### src/rtl/i2cm_pkg.sv
// Shared types and constants of the I2C master bit engine.
package i2cm_pkg;

	// Command codes carried by an input item.
	typedef enum logic [2:0] {
		CMD_NONE   = 3'd0,
		CMD_START  = 3'd1,
		CMD_STOP   = 3'd2,
		CMD_WRITE  = 3'd3,
		CMD_READ   = 3'd4,
		CMD_CHKACK = 3'd5,
		CMD_ACK    = 3'd6,
		CMD_NACK   = 3'd7
	} cmd_t;

	// Completion status codes.
	typedef enum logic [1:0] {
		STAT_OK       = 2'd0,
		STAT_BUS_BUSY = 2'd1,
		STAT_BUS_ERR  = 2'd2,
		STAT_NO_ACK   = 2'd3
	} stat_t;

	// Reset value of the phase length register.
	localparam logic [15:0] PHASE_TICKS_RST = 16'd255;

	// Number of bits moved by one byte command.
	localparam logic [3:0] BYTE_BITS = 4'd8;

	// Sequencer state.
	typedef struct packed {
		logic [15:0] tick;
		logic [1:0]  phase;
		logic [3:0]  bits;
		logic [7:0]  shift;
		cmd_t        cmd;
		logic        scl;
		logic        sda;
		logic [7:0]  rx;
		stat_t       status;
	} st_t;

	// One input item.
	typedef struct packed {
		logic [2:0] cmd;
		logic [7:0] tx;
		logic       sda;
	} item_t;

	// One result item.
	typedef struct packed {
		logic       scl_release;
		logic       sda_release;
		logic       busy;
		logic       done;
		logic [7:0] rx_byte;
		logic [1:0] status;
	} res_t;

endpackage

### src/rtl/i2cm_step.sv
// Next-state and result logic of the bit engine for one tick.
module i2cm_step (
	input  i2cm_pkg::st_t   cur,
	input  i2cm_pkg::item_t item,
	input  logic [15:0]     phase_ticks,
	output i2cm_pkg::st_t   nxt,
	output i2cm_pkg::res_t  res
);
	import i2cm_pkg::*;

	// Step indices within a command.
	localparam logic [1:0] PH_FIRST  = 2'd0;
	localparam logic [1:0] PH_SECOND = 2'd1;
	localparam logic [1:0] PH_THIRD  = 2'd2;
	localparam logic [1:0] PH_FOURTH = 2'd3;

	typedef struct packed {
		logic fin;
		st_t  st;
	} fin_t;

	st_t         n_st;
	fin_t        f;
	logic        done;
	logic [15:0] limit;
	logic [15:0] tick_inc;

	// Line changes made when a step begins.
	function automatic st_t enter_step(st_t s);
		st_t r;
		r = s;
		unique case (s.cmd)
			CMD_START: begin
				if (s.phase == PH_FIRST) begin
					r.scl = 1'b1;
					r.sda = 1'b1;
				end else if (s.phase == PH_SECOND) begin
					r.sda = 1'b0;
				end else begin
					r.scl = 1'b0;
				end
			end
			CMD_STOP: begin
				case (s.phase)
					PH_FIRST:  r.scl = 1'b0;
					PH_SECOND: r.sda = 1'b0;
					PH_THIRD:  r.scl = 1'b1;
					default:   r.sda = 1'b1;
				endcase
			end
			CMD_CHKACK: begin
				case (s.phase)
					PH_FIRST:  r.scl = 1'b0;
					PH_SECOND: r.sda = 1'b1;
					default:   r.scl = 1'b1;
				endcase
			end
			CMD_ACK, CMD_NACK: begin
				case (s.phase)
					PH_FIRST:  r.scl = 1'b0;
					PH_SECOND: r.sda = (s.cmd == CMD_NACK);
					PH_THIRD:  r.scl = 1'b1;
					default:   r.scl = 1'b0;
				endcase
			end
			CMD_WRITE: begin
				if (s.phase == PH_FIRST) begin
					r.scl = 1'b0;
				end else if (s.phase == PH_SECOND) begin
					r.sda   = s.shift[7];
					r.shift = {s.shift[6:0], 1'b0};
				end else begin
					r.scl = 1'b1;
				end
			end
			CMD_READ: begin
				if (s.phase == PH_FIRST) begin
					if (s.bits == 4'd0) begin
						r.sda = 1'b1;
					end
					r.shift = {s.shift[6:0], 1'b0};
					r.scl   = 1'b0;
				end else begin
					r.scl = 1'b1;
				end
			end
			default: begin
				r = s;
			end
		endcase
		return r;
	endfunction

	// End of a step: sample SDA and decide whether the command finishes.
	function automatic fin_t finish_step(st_t s, logic sda);
		fin_t r;
		r.fin = 1'b0;
		r.st  = s;
		unique case (s.cmd)
			CMD_START: begin
				if (s.phase == PH_FIRST && !sda) begin
					r.st.status = STAT_BUS_BUSY;
					r.fin       = 1'b1;
				end else if (s.phase == PH_SECOND && sda) begin
					r.st.status = STAT_BUS_ERR;
					r.fin       = 1'b1;
				end else if (s.phase >= PH_THIRD) begin
					r.fin = 1'b1;
				end else begin
					r.st.phase = s.phase + 2'd1;
				end
			end
			CMD_STOP, CMD_ACK, CMD_NACK: begin
				if (s.phase == PH_FOURTH) begin
					r.fin = 1'b1;
				end else begin
					r.st.phase = s.phase + 2'd1;
				end
			end
			CMD_CHKACK: begin
				if (s.phase >= PH_THIRD) begin
					r.st.status = sda ? STAT_NO_ACK : STAT_OK;
					r.st.scl    = 1'b0;
					r.fin       = 1'b1;
				end else begin
					r.st.phase = s.phase + 2'd1;
				end
			end
			CMD_WRITE: begin
				if (s.phase >= PH_THIRD) begin
					r.st.bits = s.bits + 4'd1;
					if (r.st.bits >= BYTE_BITS) begin
						r.st.scl = 1'b0;
						r.fin    = 1'b1;
					end else begin
						r.st.phase = PH_FIRST;
					end
				end else begin
					r.st.phase = s.phase + 2'd1;
				end
			end
			CMD_READ: begin
				if (s.phase >= PH_SECOND) begin
					r.st.shift = {s.shift[7:1], sda};
					r.st.bits  = s.bits + 4'd1;
					if (r.st.bits >= BYTE_BITS) begin
						r.st.scl = 1'b0;
						r.st.rx  = r.st.shift;
						r.fin    = 1'b1;
					end else begin
						r.st.phase = PH_FIRST;
					end
				end else begin
					r.st.phase = s.phase + 2'd1;
				end
			end
			default: begin
				r.fin = 1'b1;
			end
		endcase
		return r;
	endfunction

	// Start a command when idle, otherwise count the hold and advance the step.
	always_comb begin
		n_st     = cur;
		done     = 1'b0;
		f        = '{fin: 1'b0, st: cur};
		tick_inc = cur.tick + 16'd1;
		limit    = (phase_ticks == 16'd0) ? 16'd1 : phase_ticks;
		if (cur.cmd == CMD_NONE) begin
			if (cmd_t'(item.cmd) != CMD_NONE) begin
				n_st.cmd    = cmd_t'(item.cmd);
				n_st.phase  = PH_FIRST;
				n_st.bits   = 4'd0;
				n_st.tick   = 16'd0;
				n_st.status = STAT_OK;
				n_st.shift  = (cmd_t'(item.cmd) == CMD_WRITE) ? item.tx : 8'd0;
				n_st        = enter_step(n_st);
			end
		end else begin
			n_st.tick = tick_inc;
			if (tick_inc >= limit) begin
				n_st.tick = 16'd0;
				f         = finish_step(n_st, item.sda);
				n_st      = f.st;
				if (f.fin) begin
					n_st.cmd   = CMD_NONE;
					n_st.phase = PH_FIRST;
					n_st.bits  = 4'd0;
					done       = 1'b1;
				end else begin
					n_st = enter_step(n_st);
				end
			end
		end
	end

	// Result item seen after this tick.
	assign nxt             = n_st;
	assign res.scl_release = n_st.scl;
	assign res.sda_release = n_st.sda;
	assign res.busy        = (n_st.cmd != CMD_NONE);
	assign res.done        = done;
	assign res.rx_byte     = n_st.rx;
	assign res.status      = n_st.status;

endmodule

### src/rtl/i2cm_skid.sv
// Two-entry output register with a spare entry so the input side sees a registered stall.
module i2cm_skid (
	input  logic           clk,
	input  logic           arst_n,
	input  logic           in_valid,
	output logic           in_stall,
	input  i2cm_pkg::res_t in_data,
	output logic           out_valid,
	input  logic           out_stall,
	output i2cm_pkg::res_t out_data
);
	import i2cm_pkg::*;

	logic out_valid_q;
	logic spare_valid_q;
	res_t out_data_q;
	res_t spare_data_q;
	logic push;
	logic load;

	assign push     = in_valid && !spare_valid_q;
	assign load     = !out_valid_q || !out_stall;
	assign in_stall = spare_valid_q;

	// Valid flags of the main and spare entries.
	always_ff @(posedge clk or negedge arst_n) begin
		if (!arst_n) begin
			out_valid_q   <= 1'b0;
			spare_valid_q <= 1'b0;
		end else if (load) begin
			out_valid_q   <= spare_valid_q || push;
			spare_valid_q <= 1'b0;
		end else if (push) begin
			spare_valid_q <= 1'b1;
		end
	end

	// Payload of the main and spare entries.
	always_ff @(posedge clk) begin
		if (load) begin
			out_data_q <= spare_valid_q ? spare_data_q : in_data;
		end else if (push) begin
			spare_data_q <= in_data;
		end
	end

	assign out_valid = out_valid_q;
	assign out_data  = out_data_q;

`ifndef SYNTH
	// The spare entry only fills behind a held main entry.
	a_spare_behind_main: assert property (@(posedge clk) disable iff (!arst_n)
		spare_valid_q |-> out_valid_q)
		else $error("spare entry valid while main entry empty");
	// A held item is not dropped when the spare entry fills.
	a_spare_only_when_held: assert property (@(posedge clk) disable iff (!arst_n)
		(!spare_valid_q && out_valid_q && out_stall && in_valid) |=> spare_valid_q)
		else $error("item lost while the main entry was held");
`endif

endmodule

### src/rtl/i2c_master_bit_engine_top.sv
// I2C master bit engine: open-drain SCL/SDA sequencer advanced one tick per item.
// Each accepted item is one tick of the bus sequencer and produces exactly one result
// item. Items are taken one per clock cycle while in_stall is low; a result is offered
// once its item moves from the input register into the output register. The output
// side holds two results, so the input keeps flowing while one result waits. The cmd
// field is taken only when no command is running. The user writes phase_ticks through
// cfg_wr_en/cfg_wr_data only while the engine is idle; the block does not enforce it.
module i2c_master_bit_engine_top (
	input  logic        clk,
	input  logic        arst_n,
	input  logic        cfg_wr_en,
	input  logic [15:0] cfg_wr_data,
	input  logic        in_valid,
	output logic        in_stall,
	input  logic [2:0]  cmd,
	input  logic [7:0]  tx_byte,
	input  logic        sda_in,
	output logic        out_valid,
	input  logic        out_stall,
	output logic        scl_release,
	output logic        sda_release,
	output logic        busy_res,
	output logic        done_res,
	output logic [7:0]  rx_byte,
	output logic [1:0]  status
);
	import i2cm_pkg::*;

	logic [15:0] phase_ticks_q;
	logic        valid_s1;
	item_t       item_s1;
	st_t         st_q;
	st_t         st_nxt;
	res_t        res;
	res_t        out_res;
	logic        skid_stall;
	logic        fire;

	assign in_stall = valid_s1 && skid_stall;
	assign fire     = valid_s1 && !skid_stall;

	// Phase length register.
	always_ff @(posedge clk or negedge arst_n) begin
		if (!arst_n) begin
			phase_ticks_q <= PHASE_TICKS_RST;
		end else if (cfg_wr_en) begin
			phase_ticks_q <= cfg_wr_data;
		end
	end

	// Input register.
	always_ff @(posedge clk or negedge arst_n) begin
		if (!arst_n) begin
			valid_s1 <= 1'b0;
		end else if (!in_stall) begin
			valid_s1 <= in_valid;
		end
	end

	always_ff @(posedge clk) begin
		if (in_valid && !in_stall) begin
			item_s1 <= '{cmd: cmd, tx: tx_byte, sda: sda_in};
		end
	end

	// Sequencer state advances once per item handed to the output side.
	always_ff @(posedge clk or negedge arst_n) begin
		if (!arst_n) begin
			st_q <= '{tick: 16'd0, phase: 2'd0, bits: 4'd0, shift: 8'd0, cmd: CMD_NONE,
				scl: 1'b1, sda: 1'b1, rx: 8'd0, status: STAT_OK};
		end else if (fire) begin
			st_q <= st_nxt;
		end
	end

	i2cm_step u_step (
		.cur         (st_q),
		.item        (item_s1),
		.phase_ticks (phase_ticks_q),
		.nxt         (st_nxt),
		.res         (res)
	);

	i2cm_skid u_skid (
		.clk       (clk),
		.arst_n    (arst_n),
		.in_valid  (valid_s1),
		.in_stall  (skid_stall),
		.in_data   (res),
		.out_valid (out_valid),
		.out_stall (out_stall),
		.out_data  (out_res)
	);

	assign scl_release = out_res.scl_release;
	assign sda_release = out_res.sda_release;
	assign busy_res    = out_res.busy;
	assign done_res    = out_res.done;
	assign rx_byte     = out_res.rx_byte;
	assign status      = out_res.status;

`ifndef SYNTH
	// The hold counter stays below the phase length while a command runs.
	a_tick_in_range: assert property (@(posedge clk) disable iff (!arst_n)
		(st_q.cmd != CMD_NONE) |-> (st_q.tick < phase_ticks_q || phase_ticks_q == 16'd0))
		else $error("hold counter passed the phase length");
	// An idle engine has its step and bit counters cleared.
	a_idle_clean: assert property (@(posedge clk) disable iff (!arst_n)
		(st_q.cmd == CMD_NONE) |-> (st_q.phase == 2'd0 && st_q.bits == 4'd0))
		else $error("idle engine left with step or bit count");
	// A finishing tick leaves the engine idle.
	a_done_idle: assert property (@(posedge clk) disable iff (!arst_n)
		(fire && res.done) |=> (st_q.cmd == CMD_NONE))
		else $error("command still active after done");
`endif

endmodule
### config.mk
export PLATFORM = sky130hd
export DESIGN_NAME = i2c_master_bit_engine_top
export DESIGN_NICKNAME = d
export VERILOG_FILES = /design/src/rtl/i2cm_pkg.sv /design/src/rtl/i2cm_step.sv /design/src/rtl/i2cm_skid.sv /design/src/rtl/i2c_master_bit_engine_top.sv
export SDC_FILE = /design/constraint.sdc
export NUM_CORES = 1
export LEC_CHECK = 0
export BUFFER_PORTS_ARGS = -buffer_cell sky130_fd_sc_hd__buf_2
export CAP_MARGIN = 20
export CORE_ASPECT_RATIO = 0.5
export CORE_MARGIN = 2
export CORE_UTILIZATION = 61
export DETAILED_ROUTE_END_ITERATION = 10
export PLACE_DENSITY = 0.81
export SYNTH_ARGS = -nofsm -noshare
export SYNTH_HDL_FRONTEND = slang
export SYNTH_HIERARCHICAL = 1
export SYNTH_SLANG_ARGS = --single-unit
### constraint.sdc
create_clock -name clk -period 5.8 [get_ports clk]
set_clock_uncertainty 0.1 [all_clocks]
set_input_delay 0.29 -clock clk [delete_from_list [all_inputs] [get_ports clk]]
set_output_delay 0.29 -clock clk [all_outputs]
set_load 0.1 [all_outputs]
Word level (Yosys, flattened, before mapping) --
Index checks and enable logic that the tools add are counted.
Storage, ports and cells: input port bits 33, logic and storage cells 162, output and inout bits 16, memory bits (writable) 0, bits in latches 0, memory bits (read-only) 0, memories 0, register bits after elaboration 104
Cells by class: bitwise gates (word level) 1, equality and inequality tests 19, reductions and logical operators 29, shift operators 0, muxes and demuxes 78, $lt $le $gt $ge 4, add/subtract/negate cells 3, multipliers 0, div/mod/pow operators 0
Operator list (number):
- $mux W45 | 3
- $mux W8 | 10
- $mux W1 | 30
- $mux W2 | 14
- $eq A3 B3 Y1 const B | 8
- $mux W12 | 2
- $add A16 B1 Y16 const B | 1
- $ge A16 B16 Y1 | 1
- $logic_not A16 Y1 | 1
- $mux W16 | 1
- $pmux W8 S2 | 1
- $mux W14 | 1
- $eq A3 B2 Y1 const B | 4
- $mux W4 | 3
- $pmux W2 S6 | 1
- $pmux W1 S2 | 5
- $pmux W2 S5 | 1
- $pmux W4 S2 | 1
- $eq A3 B1 Y1 const B | 2
- $mux W6 | 1
- $reduce_bool A3 Y1 | 2
- $reduce_or A2 Y1 | 3
- $reduce_or A6 Y1 | 1
- $logic_and A1 B1 Y1 | 5
- other kinds (22) | 32

Depth between registers and ports, before layout --
depth in word-level cells 16, gate-level depth with buffers 17, depth with buffers taken out 16

By module --
Netlist, hierarchy kept.
Modules (own cells, without submodules):
- i2c_master_bit_engine_top | area each 2907.8 um^2, cells an instance 146, times used 1, seq. area each 1924.3 um^2
- i2cm_step | area each 2601.2 um^2, cells an instance 400, times used 1, seq. area each 0.0 um^2
- i2cm_skid | area each 1141.1 um^2, cells an instance 50, times used 1, seq. area each 890.9 um^2

Least setup slack after synthesis --
OpenSTA, ideal clock, no wires.
path type reg-to-reg, start register st_q[31] (netlist bit), end register u_skid.out_data_q, in the netlist u_skid/out_data[4], data pin, period minus slack after synthesis 4.022 ns, data arrival time 3.662 ns, setup time 0.260 ns, required time 5.440 ns, slack 1.778 ns, buffers on the path 2, cell stages (with the launch flop) 17, cell sequence dfrtp_1 and3_1 and3_1 and4_1 clkbuf_1 nand3_1 xnor2_1 ha_1 a21o_1 a21o_1 a221oi_2 o31a_1 nor2_1 nand2_1 mux2_2 buf_4 mux2_4
RTL lines:
- start: declaration | line i2c_master_bit_engine_top.sv:32 | st_t st_q;
- start signal: assignment | line i2c_master_bit_engine_top.sv:69 | st_q <= '{tick: 16'd0, phase: 2'd0, bits: 4'd0, shift: 8'd0, cmd: CMD_NONE,
- start signal: assignment | line i2c_master_bit_engine_top.sv:72 | st_q <= st_nxt;
- end signal: assignment | line i2cm_skid.sv:41 | out_data_q <= spare_valid_q ? spare_data_q : in_data;
- end: declaration | line i2cm_skid.sv:16 | res_t out_data_q;

==> metrics <==
mean routed wirelength per cell between 15 and 20 µm; Placed Area around 0.0068 mm²; initial antenna violation count 0; die area approximately 0.012 mm²; Multi-input gate area about 0.0034 mm²; total power draw 2.539 mW; synthesized flop and latch total roughly 100; pwr dens between 300 and 400 mW/mm²; placed cells roughly 750; Fillers a little under 800; hpwl dp 9.158 mm; Tcrit/Tclk final slightly below 80%; Synth Instances between 500 and 600; Skew-Pair Late Insertion Delay between 0.3 and 0.4 ns; Sink Count around 100; Slew HR 39.51%; initial DRC count 382; Clock transition at path regs around 0.07 ns; endpoint class of the critical path register; worst-path cell chain ha_1, and3_1, and2_0, nand3_1, xnor2_1, ha_1, and4_1, a221oi_2, o31a_1, nor2_1, nand2_1, mux2_2, mux2_2; Area Growth Syn to Fin 6.209%; TritonCTS buffer count 9; DRT Pass-1 Iters 6; vias approximately 4700; layout cells sized above 1 a little under 30%; Post-synth EDFFs 40; Syn Std Cell Area ~0.0067 mm²; I/O Pins between 40 and 50; post-route setup TNS 0 ns; Mapped Avg Cell Area around 11 µm²; R2R Setup Slk approximately 1.2 ns; Slew Limit Fails 0; die height between 70 and 80 µm; CP Launch Type register; Cell variety after synth 73; Post-CTS Resized 0; RSZ-0062 raised after global routing no; Syn Nets between 600 and 700; hold buffers post-CTS 0; DR DRC count 0; synthesis warning total 6; worst vdd ir around 0.19 mV; core area between 0.01 and 0.015 mm²; Tot GR Track Use a little under a quarter; Post-synth ARST share about 60%; Arr. time, crit path ~4.6 ns; Die W 151.7 µm; post-layout util about two thirds; worst endpoint required time between 5 and 6 ns; sequential standard cell area 0.002815 mm²; clock root cell clkbuf_16; Final ANT Viol Nets 0; cell leakage power roughly 3.2 nW; GR Overflow Total 0; CTS Buffer Depth 2; Min-Delay Path Class input pin to asynchronous set/reset pin; final worst slack about 1.2 ns; min cycle time layout 4.594 ns; Synth Flop Type dfrtp_1; register area share after synthesis 42.33%; Worst-Margin Slew 0.9073 ns; largest net degree at the start of global routing 65; CP max stage cell dfrtp_1; Initial Util between 60% and 70%; CP Class register to register; run status finished clean; non-filler cells, final about 760; DR vias/cell roughly 6.2; design area slightly above 0.007 mm²; vias in the first global route between 4000 and 5000; ANT cells 0; post-CTS setup buffers 0; Maximum Capacitance Violations 0; CTS tree yes; nets just under 700; # H-tree levels 3; final WL between 10 and 15 mm; r2r worst-path depth 13; Place WS 1.422 ns; worst hold margin 0.02033 ns; routability congestion estimate roughly 0.89; Fin. Hold Viols 0; FP Rows 26; first-pass GRT wire length between 20 and 25 mm; Max FO, Critical Path 8; IO Port Bufs 48; # setup viols final 0; critical path's largest stage delay 0.45 ns; fmax between 200 and 250 MHz
## metal layers
metal  share of wire [%]  global-route usage, %
met2                  45                  36.62
met5                   0                      0
met3                 5.8                  4.588
met4                0.59                  4.074
met1                  48                  33.44
## where the power goes
part	switching, mW	leakage [nW]	internal, mW
clock network	0.282	0.139	0.300
registers	0.169	1.21	0.873
logic	0.506	1.89	0.410
total	0.957	3.23	1.58
## area by class of cell
class,instances,area share (%)
Multi-Input combinational cell,421,48.11
Sequential cell,104,39.86
Timing Repair Buffer,54,4.039
Clock buffer,9,3.189
Tap cell,140,2.480
Inverter,28,1.488
Clock inverter,7,0.8326
## cells in the mapped netlist, types with 12 or more instances
cell type	count	area (µm²)
a21oi_1	30	150.1
a22o_1	12	105.1
a31oi_1	14	87.58
buf_4	15	112.6
dfrtp_1	54	1351
edfxtp_1	40	1201
ha_1	27	337.8
inv_1	28	105.1
mux2_2	37	416.7
mux2_4	47	705.7
nand2_1	38	142.6
nand3_1	13	65.06
nor2_1	38	142.6
nor3_1	13	65.06
o21ai_0	30	150.1
## cell usage in the layout, fill, tap and decap left out, types with 12 or more instances in the layout
cell type | netlist | final
a21oi_1 | 30 | 30
a22o_1 | 12 | 12
a31oi_1 | 14 | 14
buf_2 | 7 | 48
dfrtp_1 | 54 | 54
edfxtp_1 | 40 | 40
ha_1 | 27 | 27
inv_1 | 28 | 28
mux2_2 | 37 | 37
mux2_4 | 47 | 47
nand2_1 | 38 | 38
nand3_1 | 13 | 13
nor2_1 | 38 | 38
nor3_1 | 13 | 13
o21ai_0 | 30 | 30
## sequential cells by signal, summed over array words and instances, names as in the netlist
signal,count
u_skid/in_stall,1
phase_ticks_q,16
valid_s1,1
item_s1,12
st_q,45
u_skid/out_data,14
u_skid/out_valid,1
u_skid/spare_data_q,14
## path summary, 6_finish.rpt
path                                 start                 end
worst max-delay path              st_q[29]  u_skid/out_data[2]
worst min-delay path                arst_n    phase_ticks_q[8]
worst max register to register    st_q[29]  u_skid/out_data[2]
worst min register to register     st_q[3]             st_q[3]
max in group asynchronous           arst_n    u_skid/out_valid
min in group clk                tx_byte[1]          item_s1[2]
## worst max-delay path: cells and delay by family (launching register included)
kind	cells	cell delay [ns]
compound gates	2	0.80
xor+xnor	1	0.25
fa+ha+maj	2	0.56
flops	1	0.45
mux	2	0.71
simple gates	6	1.46
## cells by family (layout without fill, tap and decap cells)
group,after synthesis,in the layout,synth area share [%]
compound gates,136,136,14.28
xor+xnor,18,18,2.484
fa+ha+maj,27,27,5.080
buf+inv,71,98,6.566
flops,104,104,42.33
mux,87,87,17.33
simple gates,153,153,11.93
No activity file was read; power rests on OpenSTA's default activity.
